File: config.mk
export PLATFORM = sky130hd
export DESIGN_NAME = serial_date_to_calendar
export DESIGN_NICKNAME = d
export VERILOG_FILES = /design/src/hw/rtl/sdc_pkg.sv /design/src/hw/rtl/serial_date_to_calendar.sv
export SDC_FILE = /design/constraint.sdc
export NUM_CORES = 2
export LEC_CHECK = 0
export ABC_AREA = 1
export BUFFER_PORTS_ARGS = -buffer_cell sky130_fd_sc_hd__clkbuf_2
export CAP_MARGIN = 20
export CORE_ASPECT_RATIO = 2
export CORE_UTILIZATION = 35
export DETAILED_ROUTE_END_ITERATION = 16
export GPL_ROUTABILITY_DRIVEN = 0
export PLACE_DENSITY = 0.57
export SYNTH_ARGS = -nofsm -noshare
export SYNTH_HDL_FRONTEND = slang
export SYNTH_SLANG_ARGS = --single-unit
File: constraint.sdc
create_clock -name clock -period 15 [get_ports clock]
set_input_delay 1.5 -clock clock [delete_from_list [all_inputs] [get_ports clock]]
set_output_delay 1.5 -clock clock [all_outputs]
set_load 0.005 [all_outputs]
File: src/hw/rtl/sdc_pkg.sv
// Package for the serial date to calendar converter.
// Fixed-point format, calendar constants, reciprocals and month table.
// No dependencies.
`default_nettype none

package sdc_pkg;

   localparam int IN_W      = 55;
   localparam int FRAC_BITS = 32;
   localparam int DAY_W     = 22;
   localparam int MS_W      = 27;
   localparam int PROD_W    = FRAC_BITS + MS_W;
   localparam int SEC_W     = 17;
   localparam int MIN_W     = 11;
   localparam int RW        = 64;
   localparam int RSH       = 32;
   localparam int NSTAGE    = 13;

   localparam int MAX_DAY    = 2958465;
   localparam int MIN_DAY    = 657434;
   localparam int EPOCH      = 693959;
   localparam int D400       = 146097;
   localparam int D100       = 36524;
   localparam int D4         = 1461;
   localparam int D1         = 365;
   localparam int MS_PER_DAY = 86400000;

   localparam logic signed [IN_W-1:0] MAX_FX = $signed(IN_W'(MAX_DAY) << FRAC_BITS);
   localparam logic signed [IN_W-1:0] MIN_FX = $signed(-(IN_W'(MIN_DAY) << FRAC_BITS));
   localparam logic [PROD_W:0] HALF_LSB = (PROD_W+1)'(1) << (FRAC_BITS - 1);

   // floor(2^32 / d): estimate is exact or one low
   localparam logic [RW-1:0] R400  = (RW'(1) << RSH) / RW'(D400);
   localparam logic [RW-1:0] R4    = (RW'(1) << RSH) / RW'(D4);
   localparam logic [RW-1:0] R7    = (RW'(1) << RSH) / RW'(7);
   localparam logic [RW-1:0] R1000 = (RW'(1) << RSH) / RW'(1000);
   localparam logic [RW-1:0] R60   = (RW'(1) << RSH) / RW'(60);

   localparam logic [8:0] CUM_DAYS [13] = '{
      9'd0, 9'd31, 9'd59, 9'd90, 9'd120, 9'd151, 9'd181,
      9'd212, 9'd243, 9'd273, 9'd304, 9'd334, 9'd365
   };

endpackage

`default_nettype wire

File: src/hw/rtl/serial_date_to_calendar.sv
// Serial date to calendar converter, 13-stage pipeline.
// Depends on sdc_pkg.
//
// Converts a signed serial date (days since 1899-12-30, FRAC_BITS fraction bits)
// into Gregorian date, time of day and weekday. One item is accepted every
// cycle (busy stays low); its result appears on the rsp_ ports, marked by
// rsp_strobe. The depth of the pipeline is set by the chain of constant
// divisions (reciprocal multiply, then a correction stage each).
// Results come out in order and cannot be held off. An out-of-range date
// gives a result with every field zero, rsp_valid_res included.
`default_nettype none

module serial_date_to_calendar import sdc_pkg::*; (
   input  wire logic                   clock,
   input  wire logic                   reset,
   input  wire logic                   start,
   output logic                        busy,
   input  wire logic signed [IN_W-1:0] req_serial_date,
   output logic                        rsp_strobe,
   output logic                        rsp_valid_res,
   output logic [13:0]                 rsp_year,
   output logic [3:0]                  rsp_month,
   output logic [4:0]                  rsp_day_of_month,
   output logic [4:0]                  rsp_hour,
   output logic [5:0]                  rsp_minute,
   output logic [5:0]                  rsp_second,
   output logic [9:0]                  rsp_millisecond,
   output logic [2:0]                  rsp_weekday
);

   logic [NSTAGE-1:0] vld_ff, vld_in;
   logic [NSTAGE-1:0] inr_ff, inr_in;

   // stage 1
   logic [IN_W-1:0]      mag1;
   logic                 neg1_ff;
   logic [DAY_W-1:0]     ip1_ff;
   logic [FRAC_BITS-1:0] fr1_ff;
   // stage 2
   logic                 neg2_ff;
   logic [DAY_W-1:0]     ip2_ff;
   logic [PROD_W-1:0]    prod2_ff;
   // stage 3
   logic [PROD_W:0]      sum3;
   logic                 neg3_ff;
   logic [DAY_W-1:0]     ip3_ff;
   logic [MS_W-1:0]      msr3_ff;
   // stage 4
   logic                 wrap4;
   logic                 neg4_ff;
   logic [DAY_W-1:0]     ip4_ff, ip4_in;
   logic [MS_W-1:0]      ms4_ff, ms4_in;
   // stage 5
   logic [RW-1:0]        mp5;
   logic [DAY_W-1:0]     a5_ff, a5_in;
   logic [MS_W-1:0]      ms5_ff;
   logic [SEC_W-1:0]     mq5_ff;
   // stage 6
   logic [RW-1:0]        qp6, wp6;
   logic [DAY_W-1:0]     am6;
   logic [MS_W-1:0]      mr6;
   logic [DAY_W-1:0]     a6_ff;
   logic [4:0]           q400e6_ff;
   logic [19:0]          wq6_ff;
   logic [9:0]           msec6_ff, msec6_in;
   logic [SEC_W-1:0]     st6_ff, st6_in;
   // stage 7
   logic [DAY_W-1:0]     r7, wr7;
   logic [RW-1:0]        sp7;
   logic [17:0]          a7_ff, a7_in;
   logic [4:0]           q400_7_ff, q400_7_in;
   logic [2:0]           wd7_ff, wd7_in;
   logic [9:0]           msec7_ff;
   logic [SEC_W-1:0]     st7_ff;
   logic [MIN_W-1:0]     sq7_ff;
   // stage 8
   logic [17:0]          t8;
   logic [SEC_W-1:0]     sr8;
   logic [15:0]          a8_ff, a8_in;
   logic [1:0]           cent8_ff, cent8_in;
   logic [4:0]           q400_8_ff;
   logic [2:0]           wd8_ff;
   logic [9:0]           msec8_ff;
   logic [5:0]           sec8_ff, sec8_in;
   logic [MIN_W-1:0]     mt8_ff, mt8_in;
   // stage 9
   logic [15:0]          v9_in;
   logic [RW-1:0]        qp9, hp9;
   logic [15:0]          v9_ff;
   logic [1:0]           cent9_ff;
   logic [4:0]           q4e9_ff;
   logic [4:0]           q400_9_ff;
   logic [2:0]           wd9_ff;
   logic [9:0]           msec9_ff;
   logic [5:0]           sec9_ff;
   logic [MIN_W-1:0]     mt9_ff;
   logic [4:0]           hq9_ff;
   // stage 10
   logic [15:0]          r10;
   logic [4:0]           q4c10;
   logic [MIN_W-1:0]     mr10;
   logic [10:0]          d4_10_ff, d4_10_in;
   logic                 leap10_ff, leap10_in;
   logic [4:0]           q4_10_ff, q4_10_in;
   logic [1:0]           cent10_ff;
   logic [4:0]           q400_10_ff;
   logic [2:0]           wd10_ff;
   logic [9:0]           msec10_ff;
   logic [5:0]           sec10_ff;
   logic [5:0]           min10_ff, min10_in;
   logic [4:0]           hr10_ff, hr10_in;
   // stage 11
   logic [10:0]          t11;
   logic [8:0]           d4_11_ff, d4_11_in;
   logic [1:0]           y4_11_ff, y4_11_in;
   logic                 leap11_ff;
   logic [4:0]           q4_11_ff;
   logic [1:0]           cent11_ff;
   logic [4:0]           q400_11_ff;
   logic [2:0]           wd11_ff;
   logic [9:0]           msec11_ff;
   logic [5:0]           sec11_ff;
   logic [5:0]           min11_ff;
   logic [4:0]           hr11_ff;
   // stage 12
   logic                 first11;
   logic                 feb12_ff;
   logic [8:0]           dp12_ff, dp12_in;
   logic [13:0]          year12_ff, year12_in;
   logic [2:0]           wd12_ff;
   logic [9:0]           msec12_ff;
   logic [5:0]           sec12_ff;
   logic [5:0]           min12_ff;
   logic [4:0]           hr12_ff;
   // stage 13 (output)
   logic [10:0]          gt13;
   logic [3:0]           m13;
   logic [4:0]           dom13;
   logic [13:0]          year_ff;
   logic [3:0]           month_ff, month_in;
   logic [4:0]           dom_ff, dom_in;
   logic [4:0]           hour_ff;
   logic [5:0]           minute_ff;
   logic [5:0]           second_ff;
   logic [9:0]           msec_ff;
   logic [2:0]           wday_ff;

   assign busy = 1'b0;

   // ---- control: valid and range flags travel with the item
   always_comb begin
      vld_in = {vld_ff[NSTAGE-2:0], start};
      inr_in = {inr_ff[NSTAGE-2:0],
                (req_serial_date <= MAX_FX) && (req_serial_date >= MIN_FX)};
   end

   always_ff @(posedge clock) begin
      if (reset) begin
         vld_ff <= '0;
      end else begin
         vld_ff <= vld_in;
      end
   end

   always_ff @(posedge clock) begin
      inr_ff <= inr_in;
   end

   // ---- stages 1..4: magnitude, fraction to milliseconds, rounding carry
   assign mag1 = req_serial_date[IN_W-1] ? IN_W'(-req_serial_date)
                                         : IN_W'(req_serial_date);
   assign sum3 = (PROD_W+1)'(prod2_ff) + HALF_LSB;

   always_comb begin
      wrap4  = msr3_ff >= MS_W'(MS_PER_DAY);
      ms4_in = wrap4 ? (msr3_ff - MS_W'(MS_PER_DAY)) : msr3_ff;
      ip4_in = ip3_ff + DAY_W'(wrap4);
   end

   always_ff @(posedge clock) begin
      neg1_ff  <= req_serial_date[IN_W-1];
      ip1_ff   <= mag1[FRAC_BITS +: DAY_W];
      fr1_ff   <= mag1[FRAC_BITS-1:0];
      neg2_ff  <= neg1_ff;
      ip2_ff   <= ip1_ff;
      prod2_ff <= PROD_W'(fr1_ff) * PROD_W'(MS_PER_DAY);
      neg3_ff  <= neg2_ff;
      ip3_ff   <= ip2_ff;
      msr3_ff  <= sum3[FRAC_BITS +: MS_W];
      neg4_ff  <= neg3_ff;
      ip4_ff   <= ip4_in;
      ms4_ff   <= ms4_in;
   end

   // ---- stage 5: absolute day number, ms/1000 estimate
   always_comb begin
      a5_in = neg4_ff ? (DAY_W'(EPOCH) - ip4_ff) : (DAY_W'(EPOCH) + ip4_ff);
      mp5   = RW'(ms4_ff) * R1000;
   end

   always_ff @(posedge clock) begin
      a5_ff  <= a5_in;
      ms5_ff <= ms4_ff;
      mq5_ff <= mp5[RSH +: SEC_W];
   end

   // ---- stage 6: 400-year and weekday estimates, millisecond correction
   always_comb begin
      am6 = a5_ff - DAY_W'(1);
      qp6 = RW'(a5_ff) * R400;
      wp6 = RW'(am6) * R7;
      mr6 = ms5_ff - MS_W'(mq5_ff) * MS_W'(1000);
      if (mr6 >= MS_W'(1000)) begin
         msec6_in = 10'(mr6 - MS_W'(1000));
         st6_in   = mq5_ff + SEC_W'(1);
      end else begin
         msec6_in = 10'(mr6);
         st6_in   = mq5_ff;
      end
   end

   always_ff @(posedge clock) begin
      a6_ff     <= a5_ff;
      q400e6_ff <= qp6[RSH +: 5];
      wq6_ff    <= wp6[RSH +: 20];
      msec6_ff  <= msec6_in;
      st6_ff    <= st6_in;
   end

   // ---- stage 7: 400-year and weekday correction, seconds/60 estimate
   always_comb begin
      r7  = a6_ff - DAY_W'(q400e6_ff) * DAY_W'(D400);
      wr7 = (a6_ff - DAY_W'(1)) - DAY_W'(wq6_ff) * DAY_W'(7);
      if (r7 >= DAY_W'(D400)) begin
         a7_in     = 18'(r7 - DAY_W'(D400));
         q400_7_in = q400e6_ff + 5'd1;
      end else begin
         a7_in     = 18'(r7);
         q400_7_in = q400e6_ff;
      end
      if (wr7 >= DAY_W'(7)) begin
         wd7_in = 3'(wr7 - DAY_W'(7)) + 3'd1;
      end else begin
         wd7_in = 3'(wr7) + 3'd1;
      end
      sp7 = RW'(st6_ff) * R60;
   end

   always_ff @(posedge clock) begin
      a7_ff     <= a7_in;
      q400_7_ff <= q400_7_in;
      wd7_ff    <= wd7_in;
      msec7_ff  <= msec6_ff;
      st7_ff    <= st6_ff;
      sq7_ff    <= sp7[RSH +: MIN_W];
   end

   // ---- stage 8: century within the 400-year cycle, second correction
   always_comb begin
      t8 = a7_ff - 18'd1;
      if (a7_ff == 18'd0) begin
         cent8_in = 2'd0;
      end else if (t8 >= 18'(3 * D100)) begin
         cent8_in = 2'd3;
      end else if (t8 >= 18'(2 * D100)) begin
         cent8_in = 2'd2;
      end else if (t8 >= 18'(D100)) begin
         cent8_in = 2'd1;
      end else begin
         cent8_in = 2'd0;
      end
      if (cent8_in != 2'd0) begin
         a8_in = 16'(t8 - 18'(cent8_in) * 18'(D100));
      end else begin
         a8_in = 16'(a7_ff);
      end
      sr8 = st7_ff - SEC_W'(sq7_ff) * SEC_W'(60);
      if (sr8 >= SEC_W'(60)) begin
         sec8_in = 6'(sr8 - SEC_W'(60));
         mt8_in  = sq7_ff + MIN_W'(1);
      end else begin
         sec8_in = 6'(sr8);
         mt8_in  = sq7_ff;
      end
   end

   always_ff @(posedge clock) begin
      a8_ff     <= a8_in;
      cent8_ff  <= cent8_in;
      q400_8_ff <= q400_7_ff;
      wd8_ff    <= wd7_ff;
      msec8_ff  <= msec7_ff;
      sec8_ff   <= sec8_in;
      mt8_ff    <= mt8_in;
   end

   // ---- stage 9: 4-year estimate, minutes/60 estimate
   always_comb begin
      v9_in = (cent8_ff != 2'd0) ? (a8_ff + 16'd1) : a8_ff;
      qp9   = RW'(v9_in) * R4;
      hp9   = RW'(mt8_ff) * R60;
   end

   always_ff @(posedge clock) begin
      v9_ff     <= v9_in;
      cent9_ff  <= cent8_ff;
      q4e9_ff   <= qp9[RSH +: 5];
      q400_9_ff <= q400_8_ff;
      wd9_ff    <= wd8_ff;
      msec9_ff  <= msec8_ff;
      sec9_ff   <= sec8_ff;
      mt9_ff    <= mt8_ff;
      hq9_ff    <= hp9[RSH +: 5];
   end

   // ---- stage 10: 4-year correction, leap flag, minute/hour correction
   always_comb begin
      r10 = v9_ff - 16'(q4e9_ff) * 16'(D4);
      if (r10 >= 16'(D4)) begin
         r10   = r10 - 16'(D4);
         q4c10 = q4e9_ff + 5'd1;
      end else begin
         q4c10 = q4e9_ff;
      end
      q4_10_in = q4c10;
      // first 4-year block of a non-leap century has no leap day
      if ((cent9_ff != 2'd0) && (q4c10 == 5'd0)) begin
         leap10_in = 1'b0;
         d4_10_in  = 11'(v9_ff - 16'd1);
      end else begin
         leap10_in = 1'b1;
         d4_10_in  = 11'(r10);
      end
      mr10 = mt9_ff - MIN_W'(hq9_ff) * MIN_W'(60);
      if (mr10 >= MIN_W'(60)) begin
         min10_in = 6'(mr10 - MIN_W'(60));
         hr10_in  = hq9_ff + 5'd1;
      end else begin
         min10_in = 6'(mr10);
         hr10_in  = hq9_ff;
      end
   end

   always_ff @(posedge clock) begin
      d4_10_ff   <= d4_10_in;
      leap10_ff  <= leap10_in;
      q4_10_ff   <= q4_10_in;
      cent10_ff  <= cent9_ff;
      q400_10_ff <= q400_9_ff;
      wd10_ff    <= wd9_ff;
      msec10_ff  <= msec9_ff;
      sec10_ff   <= sec9_ff;
      min10_ff   <= min10_in;
      hr10_ff    <= hr10_in;
   end

   // ---- stage 11: year within the 4-year block
   always_comb begin
      t11 = d4_10_ff - 11'd1;
      if (leap10_ff) begin
         if (d4_10_ff == 11'd0) begin
            y4_11_in = 2'd0;
         end else if (t11 >= 11'(3 * D1)) begin
            y4_11_in = 2'd3;
         end else if (t11 >= 11'(2 * D1)) begin
            y4_11_in = 2'd2;
         end else if (t11 >= 11'(D1)) begin
            y4_11_in = 2'd1;
         end else begin
            y4_11_in = 2'd0;
         end
         if (y4_11_in != 2'd0) begin
            d4_11_in = 9'(t11 - 11'(y4_11_in) * 11'(D1));
         end else begin
            d4_11_in = 9'(d4_10_ff);
         end
      end else begin
         if (d4_10_ff >= 11'(3 * D1)) begin
            y4_11_in = 2'd3;
         end else if (d4_10_ff >= 11'(2 * D1)) begin
            y4_11_in = 2'd2;
         end else if (d4_10_ff >= 11'(D1)) begin
            y4_11_in = 2'd1;
         end else begin
            y4_11_in = 2'd0;
         end
         d4_11_in = 9'(d4_10_ff - 11'(y4_11_in) * 11'(D1));
      end
   end

   always_ff @(posedge clock) begin
      d4_11_ff   <= d4_11_in;
      y4_11_ff   <= y4_11_in;
      leap11_ff  <= leap10_ff;
      q4_11_ff   <= q4_10_ff;
      cent11_ff  <= cent10_ff;
      q400_11_ff <= q400_10_ff;
      wd11_ff    <= wd10_ff;
      msec11_ff  <= msec10_ff;
      sec11_ff   <= sec10_ff;
      min11_ff   <= min10_ff;
      hr11_ff    <= hr10_ff;
   end

   // ---- stage 12: year number, day of year with the leap day taken out
   always_comb begin
      first11   = (y4_11_ff == 2'd0) && leap11_ff;
      dp12_in   = d4_11_ff - 9'((first11 && (d4_11_ff >= 9'd60)) ? 1 : 0) + 9'd1;
      year12_in = 14'(q400_11_ff) * 14'd400 + 14'(cent11_ff) * 14'd100
                + 14'(q4_11_ff) * 14'd4 + 14'(y4_11_ff);
   end

   always_ff @(posedge clock) begin
      feb12_ff  <= first11 && (d4_11_ff == 9'd59);
      dp12_ff   <= dp12_in;
      year12_ff <= year12_in;
      wd12_ff   <= wd11_ff;
      msec12_ff <= msec11_ff;
      sec12_ff  <= sec11_ff;
      min12_ff  <= min11_ff;
      hr12_ff   <= hr11_ff;
   end

   // ---- stage 13: month lookup, zeroing of out-of-range items
   always_comb begin
      for (int k = 0; k < 11; k++) begin
         gt13[k] = dp12_ff > CUM_DAYS[k+1];
      end
      m13   = 4'd1 + 4'($countones(gt13));
      dom13 = 5'(dp12_ff - CUM_DAYS[m13 - 4'd1]);
      if (!inr_ff[NSTAGE-2]) begin
         month_in = 4'd0;
         dom_in   = 5'd0;
      end else if (feb12_ff) begin
         month_in = 4'd2;
         dom_in   = 5'd29;
      end else begin
         month_in = m13;
         dom_in   = dom13;
      end
   end

   always_ff @(posedge clock) begin
      month_ff  <= month_in;
      dom_ff    <= dom_in;
      year_ff   <= inr_ff[NSTAGE-2] ? year12_ff : 14'd0;
      wday_ff   <= inr_ff[NSTAGE-2] ? wd12_ff   : 3'd0;
      msec_ff   <= inr_ff[NSTAGE-2] ? msec12_ff : 10'd0;
      second_ff <= inr_ff[NSTAGE-2] ? sec12_ff  : 6'd0;
      minute_ff <= inr_ff[NSTAGE-2] ? min12_ff  : 6'd0;
      hour_ff   <= inr_ff[NSTAGE-2] ? hr12_ff   : 5'd0;
   end

   assign rsp_strobe       = vld_ff[NSTAGE-1];
   assign rsp_valid_res    = inr_ff[NSTAGE-1];
   assign rsp_year         = year_ff;
   assign rsp_month        = month_ff;
   assign rsp_day_of_month = dom_ff;
   assign rsp_hour         = hour_ff;
   assign rsp_minute       = minute_ff;
   assign rsp_second       = second_ff;
   assign rsp_millisecond  = msec_ff;
   assign rsp_weekday      = wday_ff;

endmodule

`default_nettype wire
==> results_dict.tcl <==
set metrics [dict create \
    outcome "finished clean" \
    final_nets 11800 \
    grt_util_met3_pct 1.88 \
    grt_util_met2_pct 38.7 \
    cap_violations 0 \
    crit_path_max_fanout 11 \
    grt_pass1_vias 66400 \
    synthTopCellsByArea "ha_1 (22%), fa_1 (22%), dfxtp_1 (19%), inv_1 (10%), nand2_1 (6.0%)" \
    die_area_mm2 0.231 \
    cp_slowest_stage_delay_ps 690 \
    avgSynthCellArea_um2 8.62 \
    num_io_pins 114 \
    async_flop_share_pct 0 \
    clk_latency_ps 740 \
    hold_violations 0 \
    drtIter0Drc 2141 \
    dpl.hpwl_um 184000 \
    synth_top_area_cell "ha_1" \
    cts_hold_buf 0 \
    antenna_left 0 \
    grt_pass1_wl_um 338000 \
    cts_tree "done" \
    clk_pin_slew_worst_paths_ps 70 \
    cts.sinks 767 \
    synth-seq-cells 767 \
    fmax_ghz 0.115 \
    worst_slack_ps 6310 \
    fin_tns_setup_ps 0 \
    netlist.area_leader.share_pct 22.1 \
    initial_utilization_pct 35.3 \
    finalMaxSlewViolations 0 \
    vias 60400 \
    viasPerCell 4.83 \
    grt_max_degree 50 \
    fin_crit_ps 8690 \
    ff2ff_setup_slack_ps 6310 \
    r2r_cells 34 \
    ys_types 72 \
    port_buffers 112 \
    place_ws_ps 6380 \
    slew-limit-headroom_pct 29.7 \
    crit_slowest_cell "o21ai_0" \
    critPathLaunchType "flop" \
    critical_path.startpoint "a5_ff[2]" \
    clock_skew_ps 59.7 \
    endpoint_kind "flop" \
    wl_per_cell_um 16.8 \
    yosys_warnings 0 \
    worst_hold_path_type "reg -> reg" \
    synth.yosys.seq_area_share_pct 19.2 \
    area_delta_synth_final_pct 8.73 \
    antenna_found_initial 2 \
    clockBufferDepth 3 \
    critical_path_class "reg -> reg" \
    drc 0 \
    drive_gt1_share_pct 3.86 \
    cts_setup_buffers 0 \
    syn_area_mm2 0.0800 \
    setup_violations 0 \
    synth_common_cells "inv_1 (2127), ha_1 (1415), nand2_1 (1280)" \
    arrival_ps 9320 \
    syn_nets 11600 \
    overflow 0 \
    r2r_end "wq6_ff[18]" \
    yosysMostFrequentCell "inv_1" \
    grt_setup_unrepaired "no" \
    use_met1_pct 15.2 \
    track_usage_pct 18.6 \
    fin_crit_sh_pct 57.9 \
    die_x_um 340 \
    crit_end "wq6_ff[18]" \
    synth_edf_count 0 \
    numCtsBuffers 79 \
    core_mm2 0.227 \
    worstMarginPinSlew_ps 1050 \
    dr.pass1.iters 6 \
    synth_cells 9278 \
    post_cts_resized 0 \
    grt_busiest_layer "met2" \
    synth-main-ff-cell "dfxtp_1" \
    htreeDepth 3 \
    clockRootBuffer "clkbuf_16" \
    placementRows 247 \
    routed_wirelength_um 210000 \
    die_h_um 678 \
    r2r-start "a5_ff[2]" \
    worstPathRequired_ps 15630 \
]
==> logic make-up after synthesis <==
kind of cell | Yosys count | share of synthesized area (%)
and+or+nand+nor | 2505 | 13.6
adders and majority gates | 2290 | 44.0
buffers and inverters | 2189 | 10.4
AOI/OAI and AO/OA | 1019 | 7.16
DFF | 767 | 19.2
xor gates and xnor gates | 507 | 5.60
other | 1 | 0.00469
==> worst min-delay path by stage <==
stage | from | end | slack, ps | cells past startpoint
6_report | msec11_ff[1] | msec12_ff[1] | 320 | 0
4_1_cts | msec6_ff[8] | msec7_ff[8] | 310 | 0
2_1_floorplan | cent10_ff[0] | cent11_ff[0] | 310 | 0
3_3_place_gp | inr_ff[10] | inr_ff[11] | 310 | 0
5_1_grt | msec6_ff[8] | msec7_ff[8] | 310 | 0
3_5_place_dp | hr10_ff[0] | hr11_ff[0] | 310 | 0
==> sequential cells by signal, summed over array words and instances (netlist names), 16 cells and up <==
register,count
st7_ff,17
v9_ff,16
st6_ff,17
a8_ff,16
ms5_ff,27
a6_ff,22
a7_ff,18
ip1_ff,22
ip4_ff,22
msr3_ff,27
ms4_ff,27
ip2_ff,22
wq6_ff,20
ip3_ff,22
a5_ff,22
fr1_ff,32
prod2_ff,28
mq5_ff,17
==> per-layer routing <==
layer | part of all wire (%) | up-vias
met3 | 2.6 | 689
met5 | 0.0062 | -
met1 | 31 | 28900
met2 | 58 | 1252
li1 | - | 29600
met4 | 8.8 | 2
==> area by class of cell <==
type	instances	area, um^2
Fill cell	22900	140000
Multi-Input combinational cell	6322	56300
Sequential cell	767	15400
Inverter	2137	8020
Tap cell	2988	3740
Clock buffer	91	2060
Clock inverter	54	787
Timing Repair Buffer	126	666
Antenna cell	4	10.0
==> per-stage QoR <==
| step | instance area [um^2] | hold WS (ps) | utilization (%) | cells |
|---|---|---|---|---|
| after floorplan | 80000 | 310 | - | 9278 |
| after global placement | 84100 | 310 | 37.1 | 12300 |
| after detailed placement | 84100 | 312 | 37.1 | 12300 |
| after CTS | 86900 | 311 | 38.4 | 12500 |
| after global routing | 86900 | 311 | 38.4 | 12500 |
| final | 86900 | 317 | 38.4 | 12500 |
==> placed cells by master, fill, tap and decap left out, types with 9 or more instances in the layout <==
cell type / synthesis / routed
o21ai_1: 11 / 11
or2_2: 17 / 17
o21bai_1: 29 / 29
o211ai_1: 17 / 17
nor2_2: 11 / 11
xor2_1: 363 / 363
inv_1: 2127 / 2127
nand2_1: 1280 / 1280
a21oi_1: 465 / 465
nand2_2: 18 / 18
bufinv_16: 0 / 10
buf_4: 10 / 14
clkbuf_16: 0 / 79
a211oi_1: 16 / 16
a21o_1: 29 / 29
clkbuf_2: 0 / 112
nor3_1: 99 / 99
dfxtp_1: 767 / 766
nand3b_1: 26 / 26
clkinv_2: 0 / 12
a31oi_1: 57 / 57
o31ai_1: 14 / 14
nor4_1: 44 / 44
nor2_1: 524 / 524
xnor2_1: 139 / 139
a21boi_0: 9 / 9
nand4_1: 152 / 152
o21a_1: 16 / 16
o221ai_1: 9 / 9
nand3_1: 283 / 283
o21ai_0: 294 / 294
fa_1: 875 / 875
ha_1: 1415 / 1415
==> worst max-delay path, delay by kind of cell, from the launching register on <==
family                   cells  cell delay [ps]
adder cells (fa/ha/maj)      8             3600
buffers and inverters        7              750
AO/OA/AOI/OAI                4             1300
flip-flops                   1              640
AND/OR/NAND/NOR             13             1920
XOR/XNOR                     2              390
Power is not shown: default switching activity piles up to over one toggle a cycle in this logic, so the estimate is an artifact.
